### config.mk
export PLATFORM = sky130hd
export DESIGN_NAME = octree_dual_edge_enumerator_flat
export DESIGN_NICKNAME = d
export VERILOG_FILES = /design/src/hdl/oct_pkg.sv /design/src/hdl/oct_if.sv /design/src/hdl/oct_ram.sv /design/src/hdl/oct_child_gen.sv /design/src/hdl/octree_dual_edge_enumerator.sv /design/src/flat_wrapper.sv
export SDC_FILE = /design/constraint.sdc
export NUM_CORES = 1
export LEC_CHECK = 0
export BUFFER_PORTS_ARGS = -buffer_cell sky130_fd_sc_hd__buf_2
export CORE_MARGIN = 1
export CORE_UTILIZATION = 55
export CTS_CLUSTER_DIAMETER = 60
export DETAILED_ROUTE_END_ITERATION = 6
export PLACE_DENSITY_LB_ADDON = 0.2
export SETUP_SLACK_MARGIN = 0.4
export SLEW_MARGIN = 10
export SYNTH_ARGS = -nofsm -noshare
export SYNTH_HDL_FRONTEND = slang
export SYNTH_SLANG_ARGS = --single-unit
### constraint.sdc
create_clock -name clock -period 11.9 [get_ports clock]
set_clock_uncertainty 0.2 [all_clocks]
set_input_delay 0.595 -clock clock [delete_from_list [all_inputs] [get_ports clock]]
set_output_delay 0.595 -clock clock [all_outputs]
set_load 0.005 [all_outputs]
### src/hdl/oct_pkg.sv
// ----------------------------------------------------------------------------
// oct_pkg: shared types, codes and tables of the octree edge enumerator
// Frame codes, the child tables of the cell, face and edge visits, and the
// edge total used to flag the final edge of a walk.
// ----------------------------------------------------------------------------
package oct_pkg;

   localparam logic [1:0] KIND_CELL = 2'd0;
   localparam logic [1:0] KIND_FACE = 2'd1;
   localparam logic [1:0] KIND_EDGE = 2'd2;
   localparam logic [1:0] AX_Z = 2'd0;
   localparam logic [1:0] AX_Y = 2'd1;
   localparam logic [1:0] AX_X = 2'd2;

   localparam int CELL_W = 16;
   localparam int INFO_W = 9;   // kind 1:0, axis 3:2, children opened 8:4
   localparam int FRAME_W = 4 * CELL_W;

   // one child visit: slot = source cell * 8 + octant
   typedef struct packed {
      logic [1:0]      kind;
      logic [1:0]      axis;
      logic [3:0][4:0] slot;
   } desc_type;

   // child visit as produced for the controller
   typedef struct packed {
      logic               has;
      logic [1:0]         kind;
      logic [1:0]         axis;
      logic [FRAME_W-1:0] cells;
   } child_type;

   function automatic desc_type mk(logic [1:0] k, logic [1:0] a, logic [4:0] s0,
                                   logic [4:0] s1, logic [4:0] s2, logic [4:0] s3);
      desc_type d;
      d.kind = k;
      d.axis = a;
      d.slot[0] = s0;
      d.slot[1] = s1;
      d.slot[2] = s2;
      d.slot[3] = s3;
      return d;
   endfunction

   localparam desc_type CELL_KIDS [26] = '{
      mk(KIND_CELL, AX_Z, 0, 0, 0, 0), mk(KIND_CELL, AX_Z, 1, 0, 0, 0),
      mk(KIND_CELL, AX_Z, 2, 0, 0, 0), mk(KIND_CELL, AX_Z, 3, 0, 0, 0),
      mk(KIND_CELL, AX_Z, 4, 0, 0, 0), mk(KIND_CELL, AX_Z, 5, 0, 0, 0),
      mk(KIND_CELL, AX_Z, 6, 0, 0, 0), mk(KIND_CELL, AX_Z, 7, 0, 0, 0),
      mk(KIND_FACE, AX_Y, 0, 2, 0, 0), mk(KIND_FACE, AX_Y, 1, 3, 0, 0),
      mk(KIND_FACE, AX_Y, 4, 6, 0, 0), mk(KIND_FACE, AX_Y, 5, 7, 0, 0),
      mk(KIND_FACE, AX_X, 0, 4, 0, 0), mk(KIND_FACE, AX_X, 1, 5, 0, 0),
      mk(KIND_FACE, AX_X, 2, 6, 0, 0), mk(KIND_FACE, AX_X, 3, 7, 0, 0),
      mk(KIND_FACE, AX_Z, 0, 1, 0, 0), mk(KIND_FACE, AX_Z, 2, 3, 0, 0),
      mk(KIND_FACE, AX_Z, 4, 5, 0, 0), mk(KIND_FACE, AX_Z, 6, 7, 0, 0),
      mk(KIND_EDGE, AX_Y, 0, 4, 1, 5), mk(KIND_EDGE, AX_Y, 2, 6, 3, 7),
      mk(KIND_EDGE, AX_X, 0, 1, 2, 3), mk(KIND_EDGE, AX_X, 4, 5, 6, 7),
      mk(KIND_EDGE, AX_Z, 0, 4, 2, 6), mk(KIND_EDGE, AX_Z, 1, 5, 3, 7)
   };

   localparam desc_type FACE_KIDS [3][8] = '{
      '{mk(KIND_FACE, AX_Z, 1, 8, 0, 0), mk(KIND_FACE, AX_Z, 3, 10, 0, 0),
        mk(KIND_FACE, AX_Z, 5, 12, 0, 0), mk(KIND_FACE, AX_Z, 7, 14, 0, 0),
        mk(KIND_EDGE, AX_X, 1, 8, 3, 10), mk(KIND_EDGE, AX_X, 5, 12, 7, 14),
        mk(KIND_EDGE, AX_Y, 1, 5, 8, 12), mk(KIND_EDGE, AX_Y, 3, 7, 10, 14)},
      '{mk(KIND_FACE, AX_Y, 2, 8, 0, 0), mk(KIND_FACE, AX_Y, 3, 9, 0, 0),
        mk(KIND_FACE, AX_Y, 6, 12, 0, 0), mk(KIND_FACE, AX_Y, 7, 13, 0, 0),
        mk(KIND_EDGE, AX_X, 2, 3, 8, 9), mk(KIND_EDGE, AX_X, 6, 7, 12, 13),
        mk(KIND_EDGE, AX_Z, 2, 6, 8, 12), mk(KIND_EDGE, AX_Z, 3, 7, 9, 13)},
      '{mk(KIND_FACE, AX_X, 4, 8, 0, 0), mk(KIND_FACE, AX_X, 5, 9, 0, 0),
        mk(KIND_FACE, AX_X, 6, 10, 0, 0), mk(KIND_FACE, AX_X, 7, 11, 0, 0),
        mk(KIND_EDGE, AX_Y, 4, 8, 5, 9), mk(KIND_EDGE, AX_Y, 6, 10, 7, 11),
        mk(KIND_EDGE, AX_Z, 4, 8, 6, 10), mk(KIND_EDGE, AX_Z, 5, 9, 7, 11)}
   };

   localparam desc_type EDGE_KIDS [3][2] = '{
      '{mk(KIND_EDGE, AX_Z, 6, 10, 20, 24), mk(KIND_EDGE, AX_Z, 7, 11, 21, 25)},
      '{mk(KIND_EDGE, AX_Y, 5, 9, 20, 24), mk(KIND_EDGE, AX_Y, 7, 11, 22, 26)},
      '{mk(KIND_EDGE, AX_X, 3, 10, 17, 24), mk(KIND_EDGE, AX_X, 7, 14, 21, 28)}
   };

   // number of edges a whole walk reports down to a given depth
   function automatic longint unsigned edge_total(int lim);
      longint unsigned e;
      longint unsigned f;
      longint unsigned c;
      longint unsigned nc;
      longint unsigned nf;
      e = 1;
      f = 0;
      c = 0;
      for (int i = 0; i < lim; i++) begin
         nc = 8 * c + 12 * f + 6 * e;
         nf = 4 * f + 4 * e;
         e = 2 * e + 1;
         f = nf;
         c = nc;
      end
      return c;
   endfunction

endpackage

### src/hdl/oct_if.sv
// ----------------------------------------------------------------------------
// oct_req_if / oct_rsp_if: valid/ready channels of the edge enumerator
// Request carries the restart flag, response carries one edge.
// ----------------------------------------------------------------------------
interface oct_req_if;
   logic valid;
   logic ready;
   logic restart;
   modport source (output valid, output restart, input ready);
   modport sink (input valid, input restart, output ready);
endinterface

interface oct_rsp_if;
   logic        valid;
   logic        ready;
   logic [15:0] cell_a;
   logic [15:0] cell_b;
   logic [15:0] cell_c;
   logic [15:0] cell_d;
   logic [1:0]  edge_axis;
   logic [16:0] edge_number;
   logic        final_edge;
   modport source (output valid, output cell_a, output cell_b, output cell_c,
                   output cell_d, output edge_axis, output edge_number,
                   output final_edge, input ready);
   modport sink (input valid, input cell_a, input cell_b, input cell_c,
                 input cell_d, input edge_axis, input edge_number,
                 input final_edge, output ready);
endinterface

### src/hdl/oct_ram.sv
// ----------------------------------------------------------------------------
// oct_ram: generic single-write, single-read RAM
// One write port, one read port with registered read data.
// ----------------------------------------------------------------------------
module oct_ram #(
   parameter int WIDTH = 16,
   parameter int DEPTH = 8
) (
   input  logic                     clock,
   input  logic                     wr_en,
   input  logic [$clog2(DEPTH)-1:0] wr_addr,
   input  logic [WIDTH-1:0]         wr_data,
   input  logic [$clog2(DEPTH)-1:0] rd_addr,
   output logic [WIDTH-1:0]         rd_data
);
   logic [WIDTH-1:0] mem [DEPTH];

   // write, then register the read
   always_ff @(posedge clock) begin
      if (wr_en) begin
         mem[wr_addr] <= wr_data;
      end
      rd_data <= mem[rd_addr];
   end
endmodule

### src/hdl/oct_child_gen.sv
// ----------------------------------------------------------------------------
// oct_child_gen: next child visit of a frame
// Looks up the child of the frame's kind and progress and builds its ids.
// ----------------------------------------------------------------------------
module oct_child_gen
   import oct_pkg::*;
(
   input  logic               open_ok,
   input  logic [INFO_W-1:0]  info,
   input  logic [FRAME_W-1:0] cells,
   output child_type          child
);
   logic [1:0] kind;
   logic [1:0] ax;
   logic [4:0] prog;
   logic       found;
   desc_type   d;
   logic [CELL_W-1:0] p;

   assign kind = info[1:0];
   assign ax   = (info[3:2] == 2'd3) ? AX_Z : info[3:2];
   assign prog = info[8:4];

   // pick the child descriptor
   always_comb begin
      found = 1'b0;
      d = CELL_KIDS[0];
      if (open_ok) begin
         if (kind == KIND_CELL && prog < 5'd26) begin
            found = 1'b1;
            d = CELL_KIDS[prog];
         end else if (kind == KIND_FACE && prog < 5'd8) begin
            found = 1'b1;
            d = FACE_KIDS[ax][prog[2:0]];
         end else if (kind == KIND_EDGE && prog < 5'd2) begin
            found = 1'b1;
            d = EDGE_KIDS[ax][prog[0]];
         end
      end
   end

   // build the four child ids
   always_comb begin
      child.has  = found;
      child.kind = d.kind;
      child.axis = d.axis;
      child.cells = '0;
      p = '0;
      for (int s = 0; s < 4; s++) begin
         p = cells[d.slot[s][4:3]*CELL_W +: CELL_W];
         child.cells[s*CELL_W +: CELL_W] =
            {p[CELL_W-4:0], 3'b000} + {13'd0, d.slot[s][2:0]} + 16'd1;
      end
   end
endmodule

### src/hdl/octree_dual_edge_enumerator.sv
// ----------------------------------------------------------------------------
// octree_dual_edge_enumerator: depth-first minimal edge walk of an octree
// Cell, face and edge visits of a complete octree, one edge per request.
// ----------------------------------------------------------------------------
// Each advance request returns the next edge of the walk; a restart request,
// a write of tree_depth, or an advance after the last edge returns nothing.
// The frame stack lives in two RAMs (cell ids, frame info), one entry per
// level. Each visited frame is read (S_READ) and then evaluated (S_EVAL), and
// a push adds S_PUSH for the second info write; an edge child goes on from
// S_PUSH to S_OUT, which returns the edge. At depth five the longest advances
// come when the walk climbs out of a finished subtree and descends to a cell
// just above the leaves, which first visits its 20 childless cells and faces.
// A restart or register write rewrites the root frame in S_INIT.
module octree_dual_edge_enumerator
   import oct_pkg::*;
#(
   parameter int DEPTH_MAX = 5
) (
   input  logic        clock,
   input  logic        reset,
   oct_req_if.sink     req_chan,
   oct_rsp_if.source   rsp_chan,
   input  logic        csr_psel,
   input  logic        csr_penable,
   input  logic        csr_pwrite,
   input  logic [2:0]  csr_paddr,
   input  logic [31:0] csr_pwdata,
   output logic [31:0] csr_prdata,
   output logic        csr_pready
);
   localparam int LEVELS = DEPTH_MAX + 1;
   localparam int LVL_W = $clog2(LEVELS);
   localparam int TOT_W = $clog2(edge_total(DEPTH_MAX) + 1);
   localparam int CNT_W = (TOT_W > 17) ? TOT_W : 17;
   localparam logic [3:0] DMAX = 4'(DEPTH_MAX);

   typedef enum logic [5:0] {
      S_INIT = 6'b000001,
      S_IDLE = 6'b000010,
      S_READ = 6'b000100,
      S_EVAL = 6'b001000,
      S_PUSH = 6'b010000,
      S_OUT  = 6'b100000
   } state_type;

   state_type state_ff, state_in;
   logic [2:0]       depth_ff, depth_in;
   logic [LVL_W-1:0] stack_ff, stack_in;
   logic [CNT_W-1:0] count_ff, count_in;
   logic             fin_ff, fin_in;
   logic [1:0]       kind_ff, kind_in;
   logic [1:0]       axis_ff, axis_in;
   logic [FRAME_W-1:0] cells_ff, cells_in;
   logic             last_ff, last_in;
   logic [16:0]      num_ff, num_in;

   logic [CNT_W-1:0] tot_tab [LEVELS];
   logic [3:0]       lim;
   logic [LVL_W-1:0] lim_lvl;
   logic             open_ok;
   logic             cfg_wr;
   logic             req_acc;

   logic               cram_we, iram_we;
   logic [LVL_W-1:0]   cram_wa, iram_wa;
   logic [FRAME_W-1:0] cram_wd, cram_rd;
   logic [INFO_W-1:0]  iram_wd, iram_rd;
   child_type          child;

   // edge totals per depth, worked out at elaboration
   for (genvar g = 0; g < LEVELS; g++) begin : g_tot
      assign tot_tab[g] = CNT_W'(edge_total(g));
   end

   // register port
   assign csr_pready = 1'b1;
   assign cfg_wr = csr_psel && csr_penable && csr_pwrite && csr_pready && !csr_paddr[2];
   assign csr_prdata = csr_paddr[2] ? 32'd0 : {29'd0, depth_ff};

   // clamp the depth limit
   assign lim = ({1'b0, depth_ff} > DMAX) ? DMAX : {1'b0, depth_ff};
   assign lim_lvl = lim[LVL_W-1:0];
   assign open_ok = 4'(stack_ff) < lim;

   assign req_chan.ready = (state_ff == S_IDLE);
   assign req_acc = req_chan.valid && req_chan.ready;

   oct_ram #(.WIDTH(FRAME_W), .DEPTH(LEVELS)) u_cell_ram (
      .clock   (clock),
      .wr_en   (cram_we),
      .wr_addr (cram_wa),
      .wr_data (cram_wd),
      .rd_addr (stack_ff),
      .rd_data (cram_rd)
   );

   oct_ram #(.WIDTH(INFO_W), .DEPTH(LEVELS)) u_info_ram (
      .clock   (clock),
      .wr_en   (iram_we),
      .wr_addr (iram_wa),
      .wr_data (iram_wd),
      .rd_addr (stack_ff),
      .rd_data (iram_rd)
   );

   oct_child_gen u_child (
      .open_ok (open_ok),
      .info    (iram_rd),
      .cells   (cram_rd),
      .child   (child)
   );

   // walk sequencer
   always_comb begin
      state_in = state_ff;
      depth_in = depth_ff;
      stack_in = stack_ff;
      count_in = count_ff;
      fin_in   = fin_ff;
      kind_in  = kind_ff;
      axis_in  = axis_ff;
      cells_in = cells_ff;
      last_in  = last_ff;
      num_in   = num_ff;
      cram_we  = 1'b0;
      cram_wa  = '0;
      cram_wd  = '0;
      iram_we  = 1'b0;
      iram_wa  = '0;
      iram_wd  = '0;
      unique case (state_ff)
         S_INIT: begin
            cram_we  = 1'b1;
            iram_we  = 1'b1;
            stack_in = '0;
            count_in = '0;
            fin_in   = 1'b0;
            state_in = S_IDLE;
         end
         S_IDLE: begin
            if (req_acc) begin
               if (req_chan.restart) begin
                  state_in = S_INIT;
               end else if (!fin_ff) begin
                  state_in = S_READ;
               end
            end
         end
         S_READ: begin
            state_in = S_EVAL;
         end
         S_EVAL: begin
            if (!child.has) begin
               if (stack_ff == '0) begin
                  fin_in   = 1'b1;
                  state_in = S_IDLE;
               end else begin
                  stack_in = stack_ff - 1'b1;
                  state_in = S_READ;
               end
            end else begin
               // advance the frame and store the child's cells
               iram_we  = 1'b1;
               iram_wa  = stack_ff;
               iram_wd  = {iram_rd[8:4] + 5'd1, iram_rd[3:0]};
               cram_we  = 1'b1;
               cram_wa  = stack_ff + 1'b1;
               cram_wd  = child.cells;
               kind_in  = child.kind;
               axis_in  = child.axis;
               cells_in = child.cells;
               if (child.kind == KIND_EDGE) begin
                  num_in   = count_ff[16:0];
                  last_in  = (count_ff + 1'b1) == tot_tab[lim_lvl];
                  count_in = count_ff + 1'b1;
               end
               state_in = S_PUSH;
            end
         end
         S_PUSH: begin
            iram_we  = 1'b1;
            iram_wa  = stack_ff + 1'b1;
            iram_wd  = {5'd0, axis_ff, kind_ff};
            stack_in = stack_ff + 1'b1;
            state_in = (kind_ff == KIND_EDGE) ? S_OUT : S_READ;
         end
         S_OUT: begin
            if (rsp_chan.ready) begin
               state_in = S_IDLE;
            end
         end
         default: begin
            state_in = S_INIT;
         end
      endcase
      // a register write restarts the walk
      if (cfg_wr) begin
         depth_in = csr_pwdata[2:0];
         state_in = S_INIT;
      end
   end

   // control state
   always_ff @(posedge clock) begin
      if (reset) begin
         state_ff <= S_INIT;
         depth_ff <= 3'd5;
         stack_ff <= '0;
         count_ff <= '0;
         fin_ff   <= 1'b0;
      end else begin
         state_ff <= state_in;
         depth_ff <= depth_in;
         stack_ff <= stack_in;
         count_ff <= count_in;
         fin_ff   <= fin_in;
      end
   end

   // payload
   always_ff @(posedge clock) begin
      kind_ff  <= kind_in;
      axis_ff  <= axis_in;
      cells_ff <= cells_in;
      last_ff  <= last_in;
      num_ff   <= num_in;
   end

   assign rsp_chan.valid       = (state_ff == S_OUT);
   assign rsp_chan.cell_a      = cells_ff[0*CELL_W +: CELL_W];
   assign rsp_chan.cell_b      = cells_ff[1*CELL_W +: CELL_W];
   assign rsp_chan.cell_c      = cells_ff[2*CELL_W +: CELL_W];
   assign rsp_chan.cell_d      = cells_ff[3*CELL_W +: CELL_W];
   assign rsp_chan.edge_axis   = axis_ff;
   assign rsp_chan.edge_number = num_ff;
   assign rsp_chan.final_edge  = last_ff;

`ifndef SYNTHESIS
   a_stack_bound: assert property (@(posedge clock) disable iff (reset)
      4'(stack_ff) <= DMAX)
      else $error("frame stack above depth limit");
   a_restart: assert property (@(posedge clock) disable iff (reset)
      (req_acc && req_chan.restart) |=> (state_ff == S_INIT))
      else $error("restart did not rewrite root frame");
   a_push: assert property (@(posedge clock) disable iff (reset)
      (state_ff == S_PUSH && !cfg_wr) |=> (stack_ff == $past(stack_ff) + 1'b1))
      else $error("push did not advance stack");
`endif
endmodule
### src/flat_wrapper.sv
// flat-port wrapper written by rule: the top's interface ports become plain ports
module octree_dual_edge_enumerator_flat import oct_pkg::*;
#(
   parameter int DEPTH_MAX = 5
)
  (clock, reset, csr_psel, csr_penable, csr_pwrite, csr_paddr, csr_pwdata, csr_prdata, csr_pready, req_chan_valid, req_chan_restart, req_chan_ready, rsp_chan_valid, rsp_chan_cell_a, rsp_chan_cell_b, rsp_chan_cell_c, rsp_chan_cell_d, rsp_chan_edge_axis, rsp_chan_edge_number, rsp_chan_final_edge, rsp_chan_ready);
  oct_req_if req_chan_i ();
  oct_rsp_if rsp_chan_i ();
  input  logic clock;
  input  logic reset;
  input  logic csr_psel;
  input  logic csr_penable;
  input  logic csr_pwrite;
  input  logic [2:0] csr_paddr;
  input  logic [31:0] csr_pwdata;
  output logic [31:0] csr_prdata;
  output logic csr_pready;
  input wire logic [$bits(req_chan_i.valid)-1:0] req_chan_valid;
  input wire logic [$bits(req_chan_i.restart)-1:0] req_chan_restart;
  output wire logic [$bits(req_chan_i.ready)-1:0] req_chan_ready;
  output wire logic [$bits(rsp_chan_i.valid)-1:0] rsp_chan_valid;
  output wire logic [$bits(rsp_chan_i.cell_a)-1:0] rsp_chan_cell_a;
  output wire logic [$bits(rsp_chan_i.cell_b)-1:0] rsp_chan_cell_b;
  output wire logic [$bits(rsp_chan_i.cell_c)-1:0] rsp_chan_cell_c;
  output wire logic [$bits(rsp_chan_i.cell_d)-1:0] rsp_chan_cell_d;
  output wire logic [$bits(rsp_chan_i.edge_axis)-1:0] rsp_chan_edge_axis;
  output wire logic [$bits(rsp_chan_i.edge_number)-1:0] rsp_chan_edge_number;
  output wire logic [$bits(rsp_chan_i.final_edge)-1:0] rsp_chan_final_edge;
  input wire logic [$bits(rsp_chan_i.ready)-1:0] rsp_chan_ready;
  assign req_chan_i.valid = req_chan_valid;
  assign req_chan_i.restart = req_chan_restart;
  assign req_chan_ready = req_chan_i.ready;
  assign rsp_chan_valid = rsp_chan_i.valid;
  assign rsp_chan_cell_a = rsp_chan_i.cell_a;
  assign rsp_chan_cell_b = rsp_chan_i.cell_b;
  assign rsp_chan_cell_c = rsp_chan_i.cell_c;
  assign rsp_chan_cell_d = rsp_chan_i.cell_d;
  assign rsp_chan_edge_axis = rsp_chan_i.edge_axis;
  assign rsp_chan_edge_number = rsp_chan_i.edge_number;
  assign rsp_chan_final_edge = rsp_chan_i.final_edge;
  assign rsp_chan_i.ready = rsp_chan_ready;
  octree_dual_edge_enumerator #(.DEPTH_MAX(DEPTH_MAX)) u_core (.clock(clock), .reset(reset), .req_chan(req_chan_i), .rsp_chan(rsp_chan_i), .csr_psel(csr_psel), .csr_penable(csr_penable), .csr_pwrite(csr_pwrite), .csr_paddr(csr_paddr), .csr_pwdata(csr_pwdata), .csr_prdata(csr_prdata), .csr_pready(csr_pready));
endmodule
After elaboration in Yosys (flattened, before gate mapping). Memories as Yosys holds them, arrays and structs flattened. A register that Yosys moved wholly into a read port is not among the register bits. Cells that the tools add are included.

Add/subtract/negate cells: 12. $lt $le $gt $ge: 10. Equality and inequality tests: 20. Shifts and indexed selects: 4. Mux-type cells: 59. Bitwise logic cells: 5. Reductions and logical operators: 20.

Operators by type and width (number): $bmux 192 s2 (1); $mux 192 (2); $mux 24 (11); $shiftx 64x7->13 (4); $mux 64 (2); $bmux 48 s2 (1); $mux 48 (2); $bmux 24 s3 (1); $mux 17 (4); $add 16x1->16 const B (4); $add 16x3->16 (4); $pmux 6 s6 (1); $pmux 17 s2 (1); $mux 6 (5); $mux 3 (8); $pmux 9 s2 (1); $add 17x1->17 const B (1); $eq 17x17->1 (1); $reduce_and 3->1 (5); $mux 1 (11); $mux 9 (1); $pmux 3 s3 (1); $eq 2x2->1 const B (4); $ge 4x4->1 const B (2); other kinds (37) (52).

Register bits: 116. Memory bits (writable): 438. Bits in read-only memories: 904. Input bits: 43. Output and inout bits: 119. Logic and storage cells: 144. Memories kept: 4.

Memory list: (no name shown) (depth 32, width 24, read ports 1, clocked after Yosys merged registers in 0, wr ports 0, RTL line oct_child_gen.sv:31) `d = CELL_KIDS[prog];`; u_core.u_cell_ram.mem (depth 6, width 64, read ports 1, clocked after Yosys merged registers in 1, wr ports 1, RTL line oct_ram.sv:16) `logic [WIDTH-1:0] mem [DEPTH];`; (no name shown) (depth 8, width 17, read ports 1, clocked after Yosys merged registers in 0, wr ports 0, RTL line octree_dual_edge_enumerator.sv:174) `last_in = (count_ff + 1'b1) == tot_tab[lim_lvl];`; u_core.u_info_ram.mem (depth 6, width 9, read ports 1, clocked after Yosys merged registers in 1, wr ports 1, RTL line oct_ram.sv:16).

Depth between registers and ports, before layout.
Word-level depth: 18. Gate-level depth with buffers: 16. Depth with buffers taken out: 15.

Modules after synthesis. A second synthesis with hierarchy kept.

Cells, all modules: 1988. Area, all modules: 27645.3 um2.

Modules (own cells, without submodules): oct_ram at u_core.u_cell_ram (times used 1, cells each 822, area an instance 16131.7 um2, sequential area each 12812.3 um2); octree_dual_edge_enumerator (times used 1, cells each 525, area an instance 5739.3 um2, sequential area each 3183.1 um2); oct_child_gen (times used 1, cells each 516, area an instance 3459.6 um2, sequential area each 0.0 um2); oct_ram at u_core.u_info_ram (times used 1, cells each 125, area an instance 2314.7 um2, sequential area each 1801.7 um2).

Least setup slack after synthesis. No wires, ideal clock.

Kind: reg-to-reg. From: register u_core.depth_ff[2]. To: memory u_core.u_cell_ram.mem[5][0] (netlist name) (enable). Library setup time: 590 ps. Arrival: 7069 ps. Required time: 11110 ps. Path slack: 4041 ps. Cell stages (with the launch flop): 10. Path buffers: 2. Clock period less this slack: 7859 ps. Cells stage by stage: dfxtp_1 > clkbuf_1 > inv_1 > ha_1 > or3_1 > o22a_1 > a21oi_1 > nand3_1 > clkbuf_1 > nor4_1.

Longest elaborated chain between the ends: 8.

RTL lines: start, declared (RTL line octree_dual_edge_enumerator.sv:47) `logic [2:0] depth_ff, depth_in;`; start signal, assigned (RTL line octree_dual_edge_enumerator.sv:213) `depth_ff <= depth_in;`; $gt 3x3->1 (RTL line octree_dual_edge_enumerator.sv:81) `assign lim = ({1'b0, depth_ff} > DMAX) ? DMAX : {1'b0, depth_ff};`; $mux 3 (*) (RTL line octree_dual_edge_enumerator.sv:81); $lt 3x4->1 (*) (RTL line octree_dual_edge_enumerator.sv:83) `assign open_ok = 4'(stack_ff) < lim;`; $mux 1 (*) (RTL line oct_child_gen.sv:28) `if (open_ok) begin`; $mux 1 (RTL line octree_dual_edge_enumerator.sv:153) `if (!child.has) begin`; $pmux 1 s2 (RTL line octree_dual_edge_enumerator.sv:131) `unique case (state_ff)`; $mux 1 (RTL line oct_ram.sv:20) `if (wr_en) begin`; $mux 1 (not written as such) (RTL line oct_ram.sv:21) `mem[wr_addr] <= wr_data;`; end, declared (RTL line oct_ram.sv:16).

Mark *: on every way between the ends. The rest lies on a longest branch, timed or not.

Worst setup path in the final report.
From: register u_core.depth_ff[2]. To: register u_core.count_ff[6].

Longest elaborated chain between the ends: 7.

RTL lines: $gt 3x3->1 (RTL line octree_dual_edge_enumerator.sv:81); $mux 3 (*) (RTL line octree_dual_edge_enumerator.sv:81); $lt 3x4->1 (*) (RTL line octree_dual_edge_enumerator.sv:83); $mux 24 (RTL line oct_child_gen.sv:28); $eq 2x2->1 (RTL line octree_dual_edge_enumerator.sv:172) `if (child.kind == KIND_EDGE) begin`; $ne 2x1->1 (no source line); $reduce_and 3->1 (no source line) (*); end signal, assigned (RTL line octree_dual_edge_enumerator.sv:215) `count_ff <= count_in;`; end, declared (RTL line octree_dual_edge_enumerator.sv:49) `logic [CNT_W-1:0] count_ff, count_in;`.

Marked as above. A chain may end at the register's enable or synchronous reset.

==> results.tsv <==
stage	metric	value	unit
outcome	status	complete, no violations	
layout	final instance area	26480	um2
grt	number of global-route vias before repair	14090	
synthesis	Post-synth top cells	edfxtp_1 (452), nor2_1 (145), a21oi_1 (123)	
synthesis	top-count cell post-synth	edfxtp_1	
synthesis	Main synth FF type	edfxtp_1	
pwr	leak pwr	8.344	nW
critical_path	Setup crit end kind	flip-flop	
critical_path	CP max FO	47	
critical_path	CP most frequent cell	a21oi_1	
pwr	P_sw	1.263	mW
timing	Worst Setup Slack, final	6.730	ns
synthesis	syn_area_per_cell	13.58	um2
clocking	TritonCTS clock tree	built	
synthesis	Cells after Synth	1755	
synthesis	FF+latch count, synth	543	
hold_path	worst hold path type	input pin to flip-flop	
clocking	post-CTS setup repair buffer count	0	
synthesis	EDFF count, synth	452	
critical_path	Worst setup SP type	flip-flop	
hold_path	min-delay src	csr_pwdata[2]	
layout	fill count	3194	
detailed_routing	routed len/inst	22.28	um
grt	largest net degree at the start of global routing	78	
placement	DP HPWL	32570	um
critical_path	Crit Path Class	flip-flop to flip-flop	
critical_path	Critical Path RT	12.18	ns
critical_path	origin of the critical flop-to-flop path	u_core.depth_ff[2]	
grt	total track usage	25.11	%
timing	Fmax	193.4	MHz
placement	dpl cells	2340	
timing	setup_tns	0	ns
critical_path	CP top delay family	buffers and inverters	
critical_path	reg2reg end	u_core.count_ff[6]	
die	# rows	75	
layout	Layout Area Growth over Synthesis	11.09	%
hold_path	Worst Hold Path EP	u_core.depth_ff[2]	
timing	Worst-Margin Slew	1.063	ns
die	die height	210.2	um
die	Die Width	210.2	um
grt	initial antenna violation count	2	
critical_path	CP Cell Sequence	inv_1 -> ha_1 -> or3_1 -> o22a_1 -> buf_4 -> a21oi_1 -> nand3_1 -> inv_4 -> nand2_1 -> inv_2 -> nor2_1 -> o21ai_0 -> a21oi_1	
timing	RSZ-0062 raised after global routing	false	
run	# Max-Cap Violations	0	
clocking	# resized after CTS	0	
hold_path	Hold Crit Depth	4	
timing	Period minus WS final	5.170	ns
placement	Place WS	6.720	ns
placement	Cell Area, Placed	24680	um2
pwr	Int Pwr	3.403	mW
timing	final hold slack	0.09887	ns
critical_path	R2R Setup Slk	6.73	ns
pwr	Clk pwr share	36.2	%
synthesis	cell area after synthesis	23830	um2
clocking	CTS Buffer Depth	3	
layout	layout cells sized above 1	17.13	%
synthesis	yosys warns	0	
detailed_routing	Via Count	14550	
layout	fin cells	2445	
die	Initial Util	56.31	%
layout	number of diodes	0	
placement	GP Congestion	0.9270	
clocking	Clk Latency, worst-skew pair	0.61	ns
synthesis	cell taking the most area after synthesis	edfxtp_1	
pwr	Power Density	176.2	nW/um2
pwr	sequential power share	48.6	%
die	I/O Pins	162	
clocking	htree depth	2	
critical_path	Buf+Inv Stages, Crit Path	4	
critical_path	R2R depth	13	
clocking	Root Buffer	clkbuf_16	
grt	first-pass GRT wire length	83530	um
die	die area	44170	um2
detailed_routing	Vias/cell	5.953	
synthesis	top cells by area, synth	edfxtp_1 (57%), dfxtp_1 (7.6%), mux4_2 (5.8%)	
die	core area	42320	um2
timing	fin crit share	43.45	%
timing	Final Max Tran Viols	0	
pwr	worst vdd ir	0.1264	mV
critical_path	Worst EP arrival	5.45	ns
synthesis	asr flop ratio synth	0	%
layout	Final Util	62.56	%
synthesis	sequential area share after synthesis	64.59	%
layout	nets	1881	
clocking	clock sinks	543	
synthesis	share of the synthesized area in the top cell type	56.95	%
clocking	clock transition at the registers of the reported paths	0.06	ns
detailed_routing	Pre-Repair DR Iteration Count	5	
pwr	Sw Ratio	27.07	%
critical_path	Crit path depth	13	
detailed_routing	DRC viols	0	
critical_path	CP max stage delay	0.65	ns
detailed_routing	Routed Antenna Nets	0	
pwr	Logic pwr share	15.2	%
synthesis	Synth cell types	85	
clocking	CTS Buf Count	55	
timing	Hold Violations, Final	0	
timing	# setup viols final	0	
pwr	post-layout power	4.666	mW
timing	relative slew slack	29.14	%
grt	Overflow after GRT	0	
placement	port bufs	100	
detailed_routing	DRT iter0 DRCs	1326	
detailed_routing	routed wire length	54490	um
critical_path	Slowest cell on crit path	inv_2	
registers in the layout, summed over array words and instances, names as in the netlist:
register                     flops
u_core.fin_ff                    1
u_core.rsp_chan.edge_number     17
u_core.cells_ff                 64
u_core.stack_ff                  3
u_core.depth_ff                  3
u_core.rsp_chan.edge_axis        2
u_core.u_info_ram.mem           54
u_core.rsp_chan.final_edge       1
u_core.u_info_ram.rd_data        9
u_core.kind_ff                   2
u_core.count_ff                 17
u_core.state_ff                  6
u_core.u_cell_ram.rd_data       52
u_core.u_cell_ram.mem          312
metal layers:
metal | track usage (%) | vias up | wire length, um
met5 | 0 | - | 9
met2 | 40.26 | 531 | 26040
met3 | 5.215 | 102 | 3838
met4 | 7.853 | 2 | 1511
li1 | - | 6665 | -
met1 | 34.64 | 7254 | 23090
worst reg2reg max path: cells and delay by family, from the launching register on:
family	cells	cell delay, ns
compound gates	4	0.92
fa+ha+maj	1	0.27
buf+inv	4	1.60
flops	1	0.53
simple gates	4	1.50
power by group through the flow:
stage	Combinational [mW]	Sequential [mW]	Clock [mW]
floorplan	0.529	2.24	0
global placement	0.696	2.30	0
detailed placement	0.700	2.30	0
CTS	0.708	2.26	1.73
global route	0.766	2.27	1.80
finish	0.708	2.27	1.69
cell type report:
cell class | instances | area [um2] | share of cell area, %
Clock buffer | 78 | 1555 | 5.874
Inverter | 32 | 122.6 | 0.4631
Tap cell | 577 | 721.9 | 2.727
Sequential cell | 543 | 15410 | 58.19
Timing Repair Buffer | 125 | 690.7 | 2.609
Clock inverter | 26 | 226.5 | 0.8553
Multi-Input combinational cell | 1064 | 7754 | 29.29
timing repair:
action | in CTS | in global routing
endpoints found under the hold margin | 1 | 0
setup endpoints to repair | 0 | 0
hold buffers | 1 | 0
logic make-up after synthesis:
group	after synthesis	share of synthesized area [%]
and+or+nand+nor	494	10.63
xor gates and xnor gates	83	3.050
adders and majority gates	17	0.8925
other	2	0.03151
AOI/OAI and AO/OA	288	7.691
buffers and inverters	176	3.496
muxes	152	9.618
DFF	543	64.59
cells in the final DEF (no fill, tap or decap), types with 12 or more instances in the layout:
master       n
edfxtp_1   452
nor2_1     145
a21oi_1    123
buf_2      100
dfxtp_1     88
mux2i_1     85
nand2_1     79
nand3_1     65
mux4_2      61
clkbuf_16   57
o21ai_0     51
and2_1      51
xnor2_1     51
xor2_1      32
inv_1       30
conb_1      30
and3_1      24
a31oi_1     24
buf_4       24
nor3_1      22
nand4_1     20
ha_1        17
clkbuf_1    16
nor2b_1     13
nand2b_1    12
or3_1       12
worst max-delay path by stage:
stage | start | to
detailed placement | u_core.depth_ff[2] | u_core.count_ff[6]
finish | u_core.depth_ff[2] | u_core.count_ff[6]
global route | u_core.depth_ff[2] | u_core.count_ff[6]
floorplan | u_core.depth_ff[2] | u_core.u_cell_ram.mem[5][0]
global placement | u_core.stack_ff[2] | u_core.count_ff[5]
CTS | u_core.depth_ff[2] | u_core.count_ff[6]
(Power assumes the default switching activity.)
